**src/lifeg_ram.sv**
```systemverilog
// generic single-write, single-read synchronous ram with registered read
`default_nettype none

module lifeg_ram #(
	parameter int WIDTH = 64,
	parameter int DEPTH = 64
) (
	input  wire logic                     clk,
	input  wire logic                     wr_en,
	input  wire logic [$clog2(DEPTH)-1:0] wr_addr,
	input  wire logic [WIDTH-1:0]         wr_data,
	input  wire logic                     rd_en,
	input  wire logic [$clog2(DEPTH)-1:0] rd_addr,
	output logic      [WIDTH-1:0]         rd_data
);

	logic [WIDTH-1:0] mem_q [DEPTH];

	// write port
	always_ff @(posedge clk) begin
		if (wr_en)
			mem_q[wr_addr] <= wr_data;
	end

	// registered read port
	always_ff @(posedge clk) begin
		if (rd_en)
			rd_data <= mem_q[rd_addr];
	end

endmodule

`default_nettype wire

```
**config.mk**
```make
export PLATFORM = sky130hd
export DESIGN_NAME = lifeg_ram
export DESIGN_NICKNAME = d
export VERILOG_FILES = /design/src/lifeg_ram.sv
export SDC_FILE = /design/constraint.sdc
export NUM_CORES = 2
export LEC_CHECK = 0
export ABC_AREA = 1
export BUFFER_PORTS_ARGS = -buffer_cell sky130_fd_sc_hd__buf_2
export CAP_MARGIN = 20
export CORE_MARGIN = 4
export CORE_UTILIZATION = 28
export DETAILED_ROUTE_END_ITERATION = 8
export PLACE_DENSITY = 0.42
export SYNTH_ARGS = -nofsm -noshare
export SYNTH_HDL_FRONTEND = slang
export SYNTH_SLANG_ARGS = --single-unit
```
**constraint.sdc**
```tcl
create_clock -name clk -period 9.4 [get_ports clk]
set_input_delay 1.41 -clock clk [delete_from_list [all_inputs] [get_ports clk]]
set_output_delay 1.41 -clock clk [all_outputs]
set_load 0.01 [all_outputs]
```
# Word-level counts from Yosys, hierarchy flattened
# Memories as Yosys holds them, arrays and structs flattened. A register that Yosys moved wholly into a read port is not among the register bits.
# Index checks and enable logic that the tools add are counted.
[totals] ff_bits=0 output_inout_bits=64 mem_bits_ro=0 ram_bits=4096 n_memories=1 input_bits=79 latchBits=0 word_cells=3
[memory_table] memory="mem_q" words=64 word_bits=64 rd=1 rd_ports_with_merged_regs=1 wr=1 line_no="17" source="logic [WIDTH-1:0] mem_q [DEPTH];"
[op_classes] reduce_logical=0 n_mul=0 mux=2 n_lt_le_gt_ge=0 div_mod_pow=0 shift=0 n_addsub=0 eq_ne=0 bitwise=0
[ops] cell="$mux W1" count=2

# Longest topological paths before layout
[depth] word_depth=2 depth_mapped=13 depth_no_buf=9

# Worst setup path after synthesis
# No wires, ideal clock.
[synth_timing] path_kind="input to register" from="in wr_en" to="mem mem_q[48][0], enable pin" setup_time_ns=0.646 n_path_buf=1 arrival_time_ns=8.046 t_required_ns=8.754 slack_ns=0.708 path_stages=3 cell_sequence="clkbuf_1 -> nand4_1 -> nor4_1"
[synth_between] elab_chain_cells=2
[synth_rtl] item="from (decl)" line_no="9" source="input wire logic wr_en,"
[synth_rtl] item="$mux W1" line_no="21" source="if (wr_en)"
[synth_rtl] item="$mux W1 (implied by the code)" line_no="22" source="mem_q[wr_addr] <= wr_data;"
[synth_rtl] item="to (decl)" line_no="17"
# No other way between the ends.

# Worst setup path in the final report
[layout_timing] from="in wr_addr[1]" to="mem mem_q[1][4], enable pin"
[layout_lines] item="from (decl)" line_no="10" source="input wire logic [$clog2(DEPTH)-1:0] wr_addr,"
# No word-level cell before the write port.

==> results.cfg <==
[global_routing]
track_usage_pct = 19.3
grt_pass1_vias = 101847
grt_first_pass_wirelength_mm = 838
grt_overflow = 0
grt_max_degree = 198
antenna_found_initial = 76

[detailed_routing]
wirelength_mm = 603
via_count = 107233
drtAntennaViolNets = 0
vias_per_cell = 4.97
drc = 0
drtIter0Drc = 10828
dr.pass1.iters = 6
routedWlPerCell_um = 27.9

[logic_synthesis]
yosysWarnings = 0
ys_types = 15
syn_avg_cell_area_um2 = 12.4
syn_nets = 13484
yosysSeqAreaShare_pct = 75.3
ys_seq_elements = 4160
netlist_area_um2 = 166000
synth_cells = 13405

[layout]
fin_area_um2 = 189000
layout_commonest_cell = nand2_1
drive_gt1_share_pct = 7.92
layout_common_cells = 4416 x nand2_1, 4160 x edfxtp_1, 3847 x nand3_1
syn_to_final_growth_pct = 13.9
instances_no_fill = 21578
fillCellCount = 58863
nets = 13472

[setup_path]
cp.required_ns = 10.01
cpMostUsedCell = buf_4
cp-end-kind = flip-flop
cp_slowest_stage_delay_ns = 0.97
r2r_setup_slack_ns = 7.48
reg2reg_from = mem_q[63][15]$_DFFE_PP_
crit_type = primary input to flip-flop
rr_endpoint = rd_data[15]$_DFFE_PP_
crit_arrival_ns = 4.80
start_kind = primary input
critPathMaxFanout = 18
worstPathCellList = buf_2 > inv_1 > nand4_1 > nor2_4 > buf_4 > buf_4
slowest_stage = nor2_4
r2r_cells = 8

[placement]
dp_cells = 20738
dp_hpwl_mm = 294
io_buffers = 142
place.gp.congestion = 0.733
dpl_worst_slack_ns = 4.30
placed_cell_area_um2 = 175000

[sta]
final_hold_viol_count = 0
tightest_slew_ns = 1.51
fin_ws_ns = 5.22
rsz0062_at_grt = false
skew_ns = 0.0415
max_freq_mhz = 239
maxSlewHeadroom_pct = -0.983
finalCriticalPeriod_ns = 4.18
fin_crit_sh_pct = 44.5
setup-violations-final = 0
slew_viol_final = 28
tns_ns = 0

[worst_hold_path]
min_path_type = primary input to flip-flop
hold_end = mem_q[44][51]$_DFFE_PP_
hp-start = wr_data[51]
hold_depth = 1

[clock_network]
cts_setup_buffers = 0
cts.hold.buffers_added = 0
ctsRootBufferMaster = clkbuf_16
numCtsBuffers = 438
clk_path_buf_depth = 4
path_clk_slew_ns = 0.06
cts_tree = built
clkLatencyLatePin_ns = 1.00
clock_sinks = 4160
cts.repair.resized = 0
h-tree-depth = 5

[floorplan]
core_um2 = 590000
die_width_um = 778
rows = 282
io_pins = 143
initial_core_util_pct = 28.1
die_h_um = 778
dieArea_um2 = 605000

[run_status]
violations = max-slew violations
outcome = complete, but fails checks

[flow_run]
maxCapViolCount = 0

[pwr]
p_leak_nw = 64.6
p_total_mw = 39.6
power_density_nw_per_um2 = 210
irDropWorstVdd_mv = 0.157
[how the worst max path moves through the flow]
stage / cells after the start / slack [ns] / from / to
floorplan: 3 / 0.71 / wr_en / mem_q[48][0]$_DFFE_PP_
global placement: 9 / 4.30 / rd_addr[3] / rd_data[3]$_DFFE_PP_
detailed placement: 6 / 4.30 / wr_addr[1] / mem_q[1][28]$_DFFE_PP_
CTS: 6 / 5.37 / wr_addr[1] / mem_q[1][4]$_DFFE_PP_
global route: 6 / 5.25 / wr_addr[1] / mem_q[1][63]$_DFFE_PP_
finish: 6 / 5.22 / wr_addr[1] / mem_q[1][4]$_DFFE_PP_
[critical path: cells and delay by family]
| family | cells | cell delay (ns) |
|---|---|---|
| buffers and inverters | 4 | 1.51 |
| and+or+nand+nor | 2 | 1.71 |
[where the power goes]
part           leakage, nW  switching (mW)  internal, mW  total, mW
combinational         20.6            1.78         0.551       2.33
sequential            37.5          0.0889          20.6       20.7
clock                 6.52            7.39          9.22       16.6
[sequential cells by signal, summed over array words and instances (netlist names)]
| register | count |
|---|---|
| rd_data | 64 |
| mem_q | 4096 |
[metrics by stage]
stage               hold slack, ns  utilization [%]
floorplan                    0.797                -
global placement             0.857             29.6
detailed placement           0.847             29.7
CTS                          0.743             31.9
global route                 0.622             32.0
finish                       0.682             32.0
[cell type report]
class | count | area (um^2) | area share, %
flip-flops and latches | 4160 | 125000 | 66.1
diodes | 25 | 62.6 | 0.0331
repair buffers | 445 | 4130 | 2.19
clock buffers | 537 | 11400 | 6.05
inverters | 12 | 105 | 0.0556
well taps | 7810 | 9770 | 5.17
clock inverters | 253 | 1900 | 1.01
multi-input cells | 8336 | 36600 | 19.4
[kinds of logic (layout without fill, tap and decap cells)]
family / count (synthesis) / in the layout / share of synthesized area [%]
buffers and inverters: 909 / 1247 / 2.94
DFF: 4160 / 4160 / 75.3
other: 0 / 25 / 0
and+or+nand+nor: 8336 / 8336 / 21.8
[cell usage after synthesis, drive strengths merged]
library cell	instances	area, um^2
nor2	56	210
nand2	4416	16600
edfxtp	4160	125000
inv	12	50.1
clkbuf	147	552
nand4	9	56.3
nand3	3847	19300
buf	750	4280
nor4	8	50.1
[metal layers]
metal / wire [um] / global-route usage, % / share of wire, %
met4: 11500 / 3.85 / 1.9
met5: 49 / 0 / 0.0081
met3: 31900 / 2.34 / 5.3
met2: 281000 / 31.2 / 47
met1: 278000 / 27.9 / 46
Note: power is estimated with default switching activity, not from simulation.
