**src/lifeg_pkg.sv**
```systemverilog
// constants, codes and helpers shared by the life grid files
`default_nettype none

package lifeg_pkg;

	localparam int GRID_SIZE  = 64;
	localparam int ROW_W      = GRID_SIZE;
	localparam int ROW_AW     = $clog2(GRID_SIZE);
	localparam int COORD_SPAN = 64;
	localparam int EXT_W      = 7;

	localparam logic [EXT_W-1:0] EXT_RESET = 7'd50;

	// configuration register indexes
	localparam logic REG_ACTIVE_WIDTH  = 1'b0;
	localparam logic REG_ACTIVE_HEIGHT = 1'b1;

	// operation codes
	localparam logic [1:0] OP_SET     = 2'd0;
	localparam logic [1:0] OP_CLEAR   = 2'd1;
	localparam logic [1:0] OP_READ    = 2'd2;
	localparam logic [1:0] OP_ADVANCE = 2'd3;

	// clamp a register value to the usable extent of the grid
	function automatic logic [EXT_W-1:0] eff_extent(input logic [EXT_W-1:0] v);
		logic [EXT_W-1:0] r;
		r = v;
		if (r > EXT_W'(COORD_SPAN))
			r = EXT_W'(COORD_SPAN);
		if ((GRID_SIZE < COORD_SPAN) && (r > EXT_W'(GRID_SIZE)))
			r = EXT_W'(GRID_SIZE);
		return r;
	endfunction

endpackage

`default_nettype wire

```
**src/lifeg_row_eval.sv**
```systemverilog
// one-row B3/S23 update from the previous-generation rows above, current and below
`default_nettype none

module lifeg_row_eval import lifeg_pkg::*; (
	input  wire logic [ROW_W-1:0] above_row,
	input  wire logic [ROW_W-1:0] cur_row,
	input  wire logic [ROW_W-1:0] below_row,
	input  wire logic [EXT_W-1:0] col_count,
	output logic      [ROW_W-1:0] next_row
);

	logic [ROW_W-1:0] col_mask;
	logic [ROW_W+1:0] a_pad;
	logic [ROW_W+1:0] c_pad;
	logic [ROW_W+1:0] b_pad;

	// columns inside the active area
	always_comb begin
		for (int i = 0; i < ROW_W; i++)
			col_mask[i] = (i < int'(col_count));
	end

	// cells outside the area count as dead, plus a dead border on each side
	assign a_pad = {1'b0, above_row & col_mask, 1'b0};
	assign c_pad = {1'b0, cur_row & col_mask, 1'b0};
	assign b_pad = {1'b0, below_row & col_mask, 1'b0};

	// neighbor count and rule per column; columns beyond the area keep their value
	always_comb begin
		logic [3:0] cnt;
		logic       nx;
		for (int x = 0; x < ROW_W; x++) begin
			cnt = 4'(a_pad[x]) + 4'(a_pad[x+1]) + 4'(a_pad[x+2])
			    + 4'(c_pad[x]) + 4'(c_pad[x+2])
			    + 4'(b_pad[x]) + 4'(b_pad[x+1]) + 4'(b_pad[x+2]);
			nx = (cnt == 4'd3) || (cur_row[x] && (cnt == 4'd2));
			next_row[x] = col_mask[x] ? nx : cur_row[x];
		end
	end

endmodule

`default_nettype wire

```
**config.mk**
```make
export PLATFORM = sky130hd
export DESIGN_NAME = lifeg_row_eval
export DESIGN_NICKNAME = d
export VERILOG_FILES = /design/src/lifeg_pkg.sv /design/src/lifeg_row_eval.sv
export SDC_FILE = /design/constraint.sdc
export NUM_CORES = 1
export LEC_CHECK = 0
export BUFFER_PORTS_ARGS = -buffer_cell sky130_fd_sc_hd__buf_4
export CELL_PAD_IN_SITES_DETAIL_PLACEMENT = 2
export CELL_PAD_IN_SITES_GLOBAL_PLACEMENT = 2
export CORE_MARGIN = 2
export CORE_UTILIZATION = 37
export DETAILED_ROUTE_END_ITERATION = 8
export PLACE_DENSITY_LB_ADDON = 0.3
export SLEW_MARGIN = 20
export SYNTH_ARGS = -nofsm -noshare
export SYNTH_HDL_FRONTEND = slang
export SYNTH_SLANG_ARGS = --single-unit
```
**constraint.sdc**
```tcl
create_clock -name vclk -period 11.1
set_clock_uncertainty 0.1 [all_clocks]
set_input_delay 0 -clock vclk [all_inputs]
set_output_delay 0 -clock vclk [all_outputs]
set_load 0.005 [all_outputs]
```
# Word level (Yosys, flattened, before mapping)
# Cells that the tools add are included.
# Widths: inputs -> output; s select.
# totals
ff_bits,0
output_inout_bits,64
word_cells,828
# op_classes
reduce_logical,128
addsub,441
n_bitwise,3
muxes,64
order_cmp,64
eq_ne,128
# op_table
op,count
$add 4x1->4,252
$eq 4x2->1 const B,128
$add 3x1->4,63
$lt 6x7->1 const A,32
$and 64x64->64,3
$add 2x1->3,63
$add 1x1->2,63
$lt 5x7->1 const A,16
$logic_and 1x1->1,64
$logic_or 1x1->1,64
$mux 1,64
$lt 4x7->1 const A,8
$lt 3x7->1 const A,4
$lt 1x7->1 const A,2
$lt 2x7->1 const A,2

# Longest topological paths before layout
# depth
ltp_word,13
mapped_depth,20

# Least setup slack after synthesis
# Ideal clock, no wire load.
# synth_timing
path_kind,input to output
from,input port col_count[6]
to,output port next_row[47]
required_time_ns,11.000
cell_stages,17
path_slack_ns,7.266
arrival_time_ns,3.734
n_path_buf,3
path_cell_list,buf_6 -> nor2_2 -> buf_4 -> buf_2 -> a21oi_1 -> and2_1 -> fa_1 -> inv_1 -> fa_1 -> inv_1 -> fa_1 -> and3_1 -> fa_1 -> o21ai_0 -> o21ai_0 -> a31oi_2 -> o21a_1
# synth_between
elab_chain_cells,13
# synth_lines
element,line_no,rtl
start: declaration,lifeg_row_eval.sv:8,"input wire logic [EXT_W-1:0] col_count,"
$lt 6x7->1,lifeg_row_eval.sv:20,col_mask[i] = (i < int'(col_count));
$and 64x64->64,lifeg_row_eval.sv:24,"assign a_pad = {1'b0, above_row & col_mask, 1'b0};"
$add 1x1->2,lifeg_row_eval.sv:33,cnt = 4'(a_pad[x]) + 4'(a_pad[x+1]) + 4'(a_pad[x+2])
$add 2x1->3,lifeg_row_eval.sv:33,
$add 3x1->4,lifeg_row_eval.sv:34,+ 4'(c_pad[x]) + 4'(c_pad[x+2])
$add 4x1->4,lifeg_row_eval.sv:34,
$add 4x1->4 (3 in series),lifeg_row_eval.sv:35,+ 4'(b_pad[x]) + 4'(b_pad[x+1]) + 4'(b_pad[x+2]);
$eq 4x2->1,lifeg_row_eval.sv:36,nx = (cnt == 4'd3) || (cur_row[x] && (cnt == 4'd2));
$logic_and 1x1->1,lifeg_row_eval.sv:36,
$logic_or 1x1->1,lifeg_row_eval.sv:36,
$mux 1 (*),lifeg_row_eval.sv:37,next_row[x] = col_mask[x] ? nx : cur_row[x];
end: declaration,lifeg_row_eval.sv:9,output logic [ROW_W-1:0] next_row
# Mark *: on every way between the ends. The rest lies on a longest branch, timed or not.

# Worst setup path in the final report
# layout_timing
from,input port col_count[2]
to,output port next_row[29]
# layout_between
elab_chain_cells,13
# layout_lines
element,line_no
$lt 5x7->1,lifeg_row_eval.sv:20
$and 64x64->64,lifeg_row_eval.sv:24
$add 1x1->2,lifeg_row_eval.sv:33
$add 2x1->3,lifeg_row_eval.sv:33
$add 3x1->4,lifeg_row_eval.sv:34
$add 4x1->4,lifeg_row_eval.sv:34
$add 4x1->4 (3 in series),lifeg_row_eval.sv:35
$eq 4x2->1,lifeg_row_eval.sv:36
$logic_and 1x1->1,lifeg_row_eval.sv:36
$logic_or 1x1->1,lifeg_row_eval.sv:36
$mux 1 (*),lifeg_row_eval.sv:37
# Marks and branches as above.

==> results.ini <==
[global_routing]
grt_max_degree = 57
grt_overflow = 0
antenna_violations_before_repair = 4
first_global_vias = 15400
grt.total_usage_pct = 25.5
grt_pass1_wl_um = 79600

[clock_network]
cts_hold_repair.buffers = 0
cts_setup_buffers = 0
cts_repair_resize_count = 0

[drt]
detail_route.first_pass.iterations = 4
final_antenna_net_count = 0
routedWlPerCell_um = 20.3
top_layer_used = met4
first_iter_violations = 314
detail_route.vias_per_cell = 5.48
met3_length_um = 1320
route.vias.total = 13200
drt_wl_total_um = 48800
detailroute.wirelength.met2_um = 25600
m1WireLength_um = 20700
route.detailed.drc = 0

[cells_and_area]
register_area_um2 = 0
final.fill_count = 4274
final_common_cell = inv_1
syn2layout_area_growth_pct = 17.2
n_sequential_cell = 0
post_route_cells_drive_above_1_share_pct = 16.6
post-route-util_pct = 44.0
post_route_standard_cell_area_excluding_fillers_mm2 = 0.0161
clock_buffers = 0
num-nets-final = 2526
final_cell_mix = inv_1, buf_4, fa_1

[power_and_ir_drop]
power.net_switching_mw = 0.906
share_clk_of_total_power_pct = 0
power_report.internal_total_mw = 0.780
seq_power_share_pct = 0
ir_drop_uv = 48.1
p_leak_nw = 8.55
netSwitchingFraction_pct = 53.7
power-per-cell-area_mw_per_mm2 = 105
combinational_share_of_power_pct = 100.0

[run_status]
result_of_the_run = complete, no violations

[logic_synthesis]
synth_cells = 1705
mappedNetlistArea_mm2 = 0.0137
synth_largest_area_cell = fa_1
synth.avg_cell_area_um2 = 8.05
netlist-cell-type-count = 86
synth_fp_nets = 2294
area_share_of_the_leading_cell_type_in_the_synthesized_netlist_pct = 29.0
sequential_fraction_of_the_synthesis_area_pct = 0
synth.area.top_cells = fa_1, ha_1, inv_1, nand2_1, a21oi_1
synth_warnings = 0

[flow_run]
drv_cap = 0

[floorplan]
design.portCount = 263
design.core.area_mm2 = 0.0365
die_h_um = 197
rows = 70
die-width_um = 197
fp.dieArea_mm2 = 0.0386
initial_utilization_pct = 37.6

[timing]
setup_violations = 0
fin_ws_ns = 6.18
timing.final.max_slew_violations = 0
relSlewSlack_pct = 30.4
finalSetupTns_ns = 0
setup_repair_after_global_routing_missed_its_margin = false
clock.fmax_ghz = 0.203
hold_viol = 0
layout_worst_path_cycle_share_pct = 44.3
final_critical_period_ns = 4.92
worst-slew-pin-transition_ns = 1.03

[critical_path]
setup.worst_path.class = primary input to primary output
setup.worst_path.end_class = primary output
worstSetupStartpointType = primary input
highest_fanout_seen_on_the_critical_path = 39
critPathRequiredTime_ns = 11.00
arrival_time_at_the_worst_endpoint_ns = 4.82

[placement]
preCtsSetupSlack_ns = 6.16
dpl.hpwl_um = 43900
port_buffers = 263
placement.cell_area_mm2 = 0.0161
place_congestion = 0.840

[min_path]
timing.hold.worst.class = primary input to primary output

[per-stage QoR]
step	hold WS [ns]	total power, mW	cells
5_1_grt	0.225	1.94	2407
2_1_floorplan	-0.0141	1.10	1705
6_report	0.200	1.69	2408
4_1_cts	0.202	1.71	2403
3_5_place_dp	0.196	1.70	2403
3_3_place_gp	0.201	1.56	2403
[critical path, cell delays in order]
cell and delay (ns):
buf_4 0.37, o21ai_0 0.51, o21ai_1 0.59, nand2_1 0.23
xor2_1 0.21, ha_1 0.31, inv_1 0.05, fa_1 0.48
inv_1 0.06, fa_1 0.48, and3_1 0.21, fa_1 0.41
o21ai_0 0.22, a21boi_0 0.12, a211oi_1 0.36, buf_4 0.19
[path summary, 6_finish.rpt]
check                         from      endpoint  depth (start not counted)
worst max-delay path  col_count[2]  next_row[29]                         16
worst min-delay path   cur_row[20]  next_row[20]                          3
[cell families after synthesis]
| kind of cell | synth area share (%) |
|---|---|
| fa+ha+maj | 46.5 |
| buf+inv | 9.51 |
| xor+xnor | 3.96 |
| compound gates | 20.7 |
| simple gates | 19.4 |
[cell type report]
cell class | instances | area [um2] | area share (%)
antenna | 5 | 12.5 | 0.0778
inverter | 288 | 1080 | 6.72
multi-input combinational | 1382 | 12400 | 77.2
tap | 468 | 586 | 3.64
timing repair buffer | 265 | 1990 | 12.4
[power by group through the flow]
stage	Combinational [mW]	Sequential, mW	Clock (mW)
after floorplan	1.10	0	0
after global placement	1.56	0	0
after detailed placement	1.70	0	0
after CTS	1.71	0	0
after global routing	1.94	0	0.0000000482
final	1.69	0	0.0000000431
[per-layer routing]
layer	up-vias	track usage (%)
met5	-	0
met3	50	1.37
met1	6695	31.4
met4	0	5.22
met2	226	48.9
li1	6227	-
[Yosys cell counts, types with 4 or more instances]
master,instances
xor2_1,28
or3_1,7
xnor2_1,34
a211oi_1,8
nor3_1,7
a21oi_2,6
and3_1,42
buf_4,6
nor2_1,77
o211a_1,5
or2_1,5
a31o_2,11
o21ai_2,9
nand2_1,170
nand4b_1,7
o21bai_1,37
inv_1,287
o21a_1,8
buf_6,6
a21o_1,30
fa_1,199
nor2b_1,18
and4b_1,7
a21oi_1,106
a222oi_1,4
a21boi_0,8
ha_1,191
nand2b_1,19
o21ai_1,18
a221oi_1,5
nand3b_1,30
buf_2,19
a211o_1,5
a21boi_1,6
nand3_1,20
nor3b_1,4
a31oi_1,10
o211ai_1,13
and2_1,68
o21ai_0,96
Power figures use the tool's default switching activity.
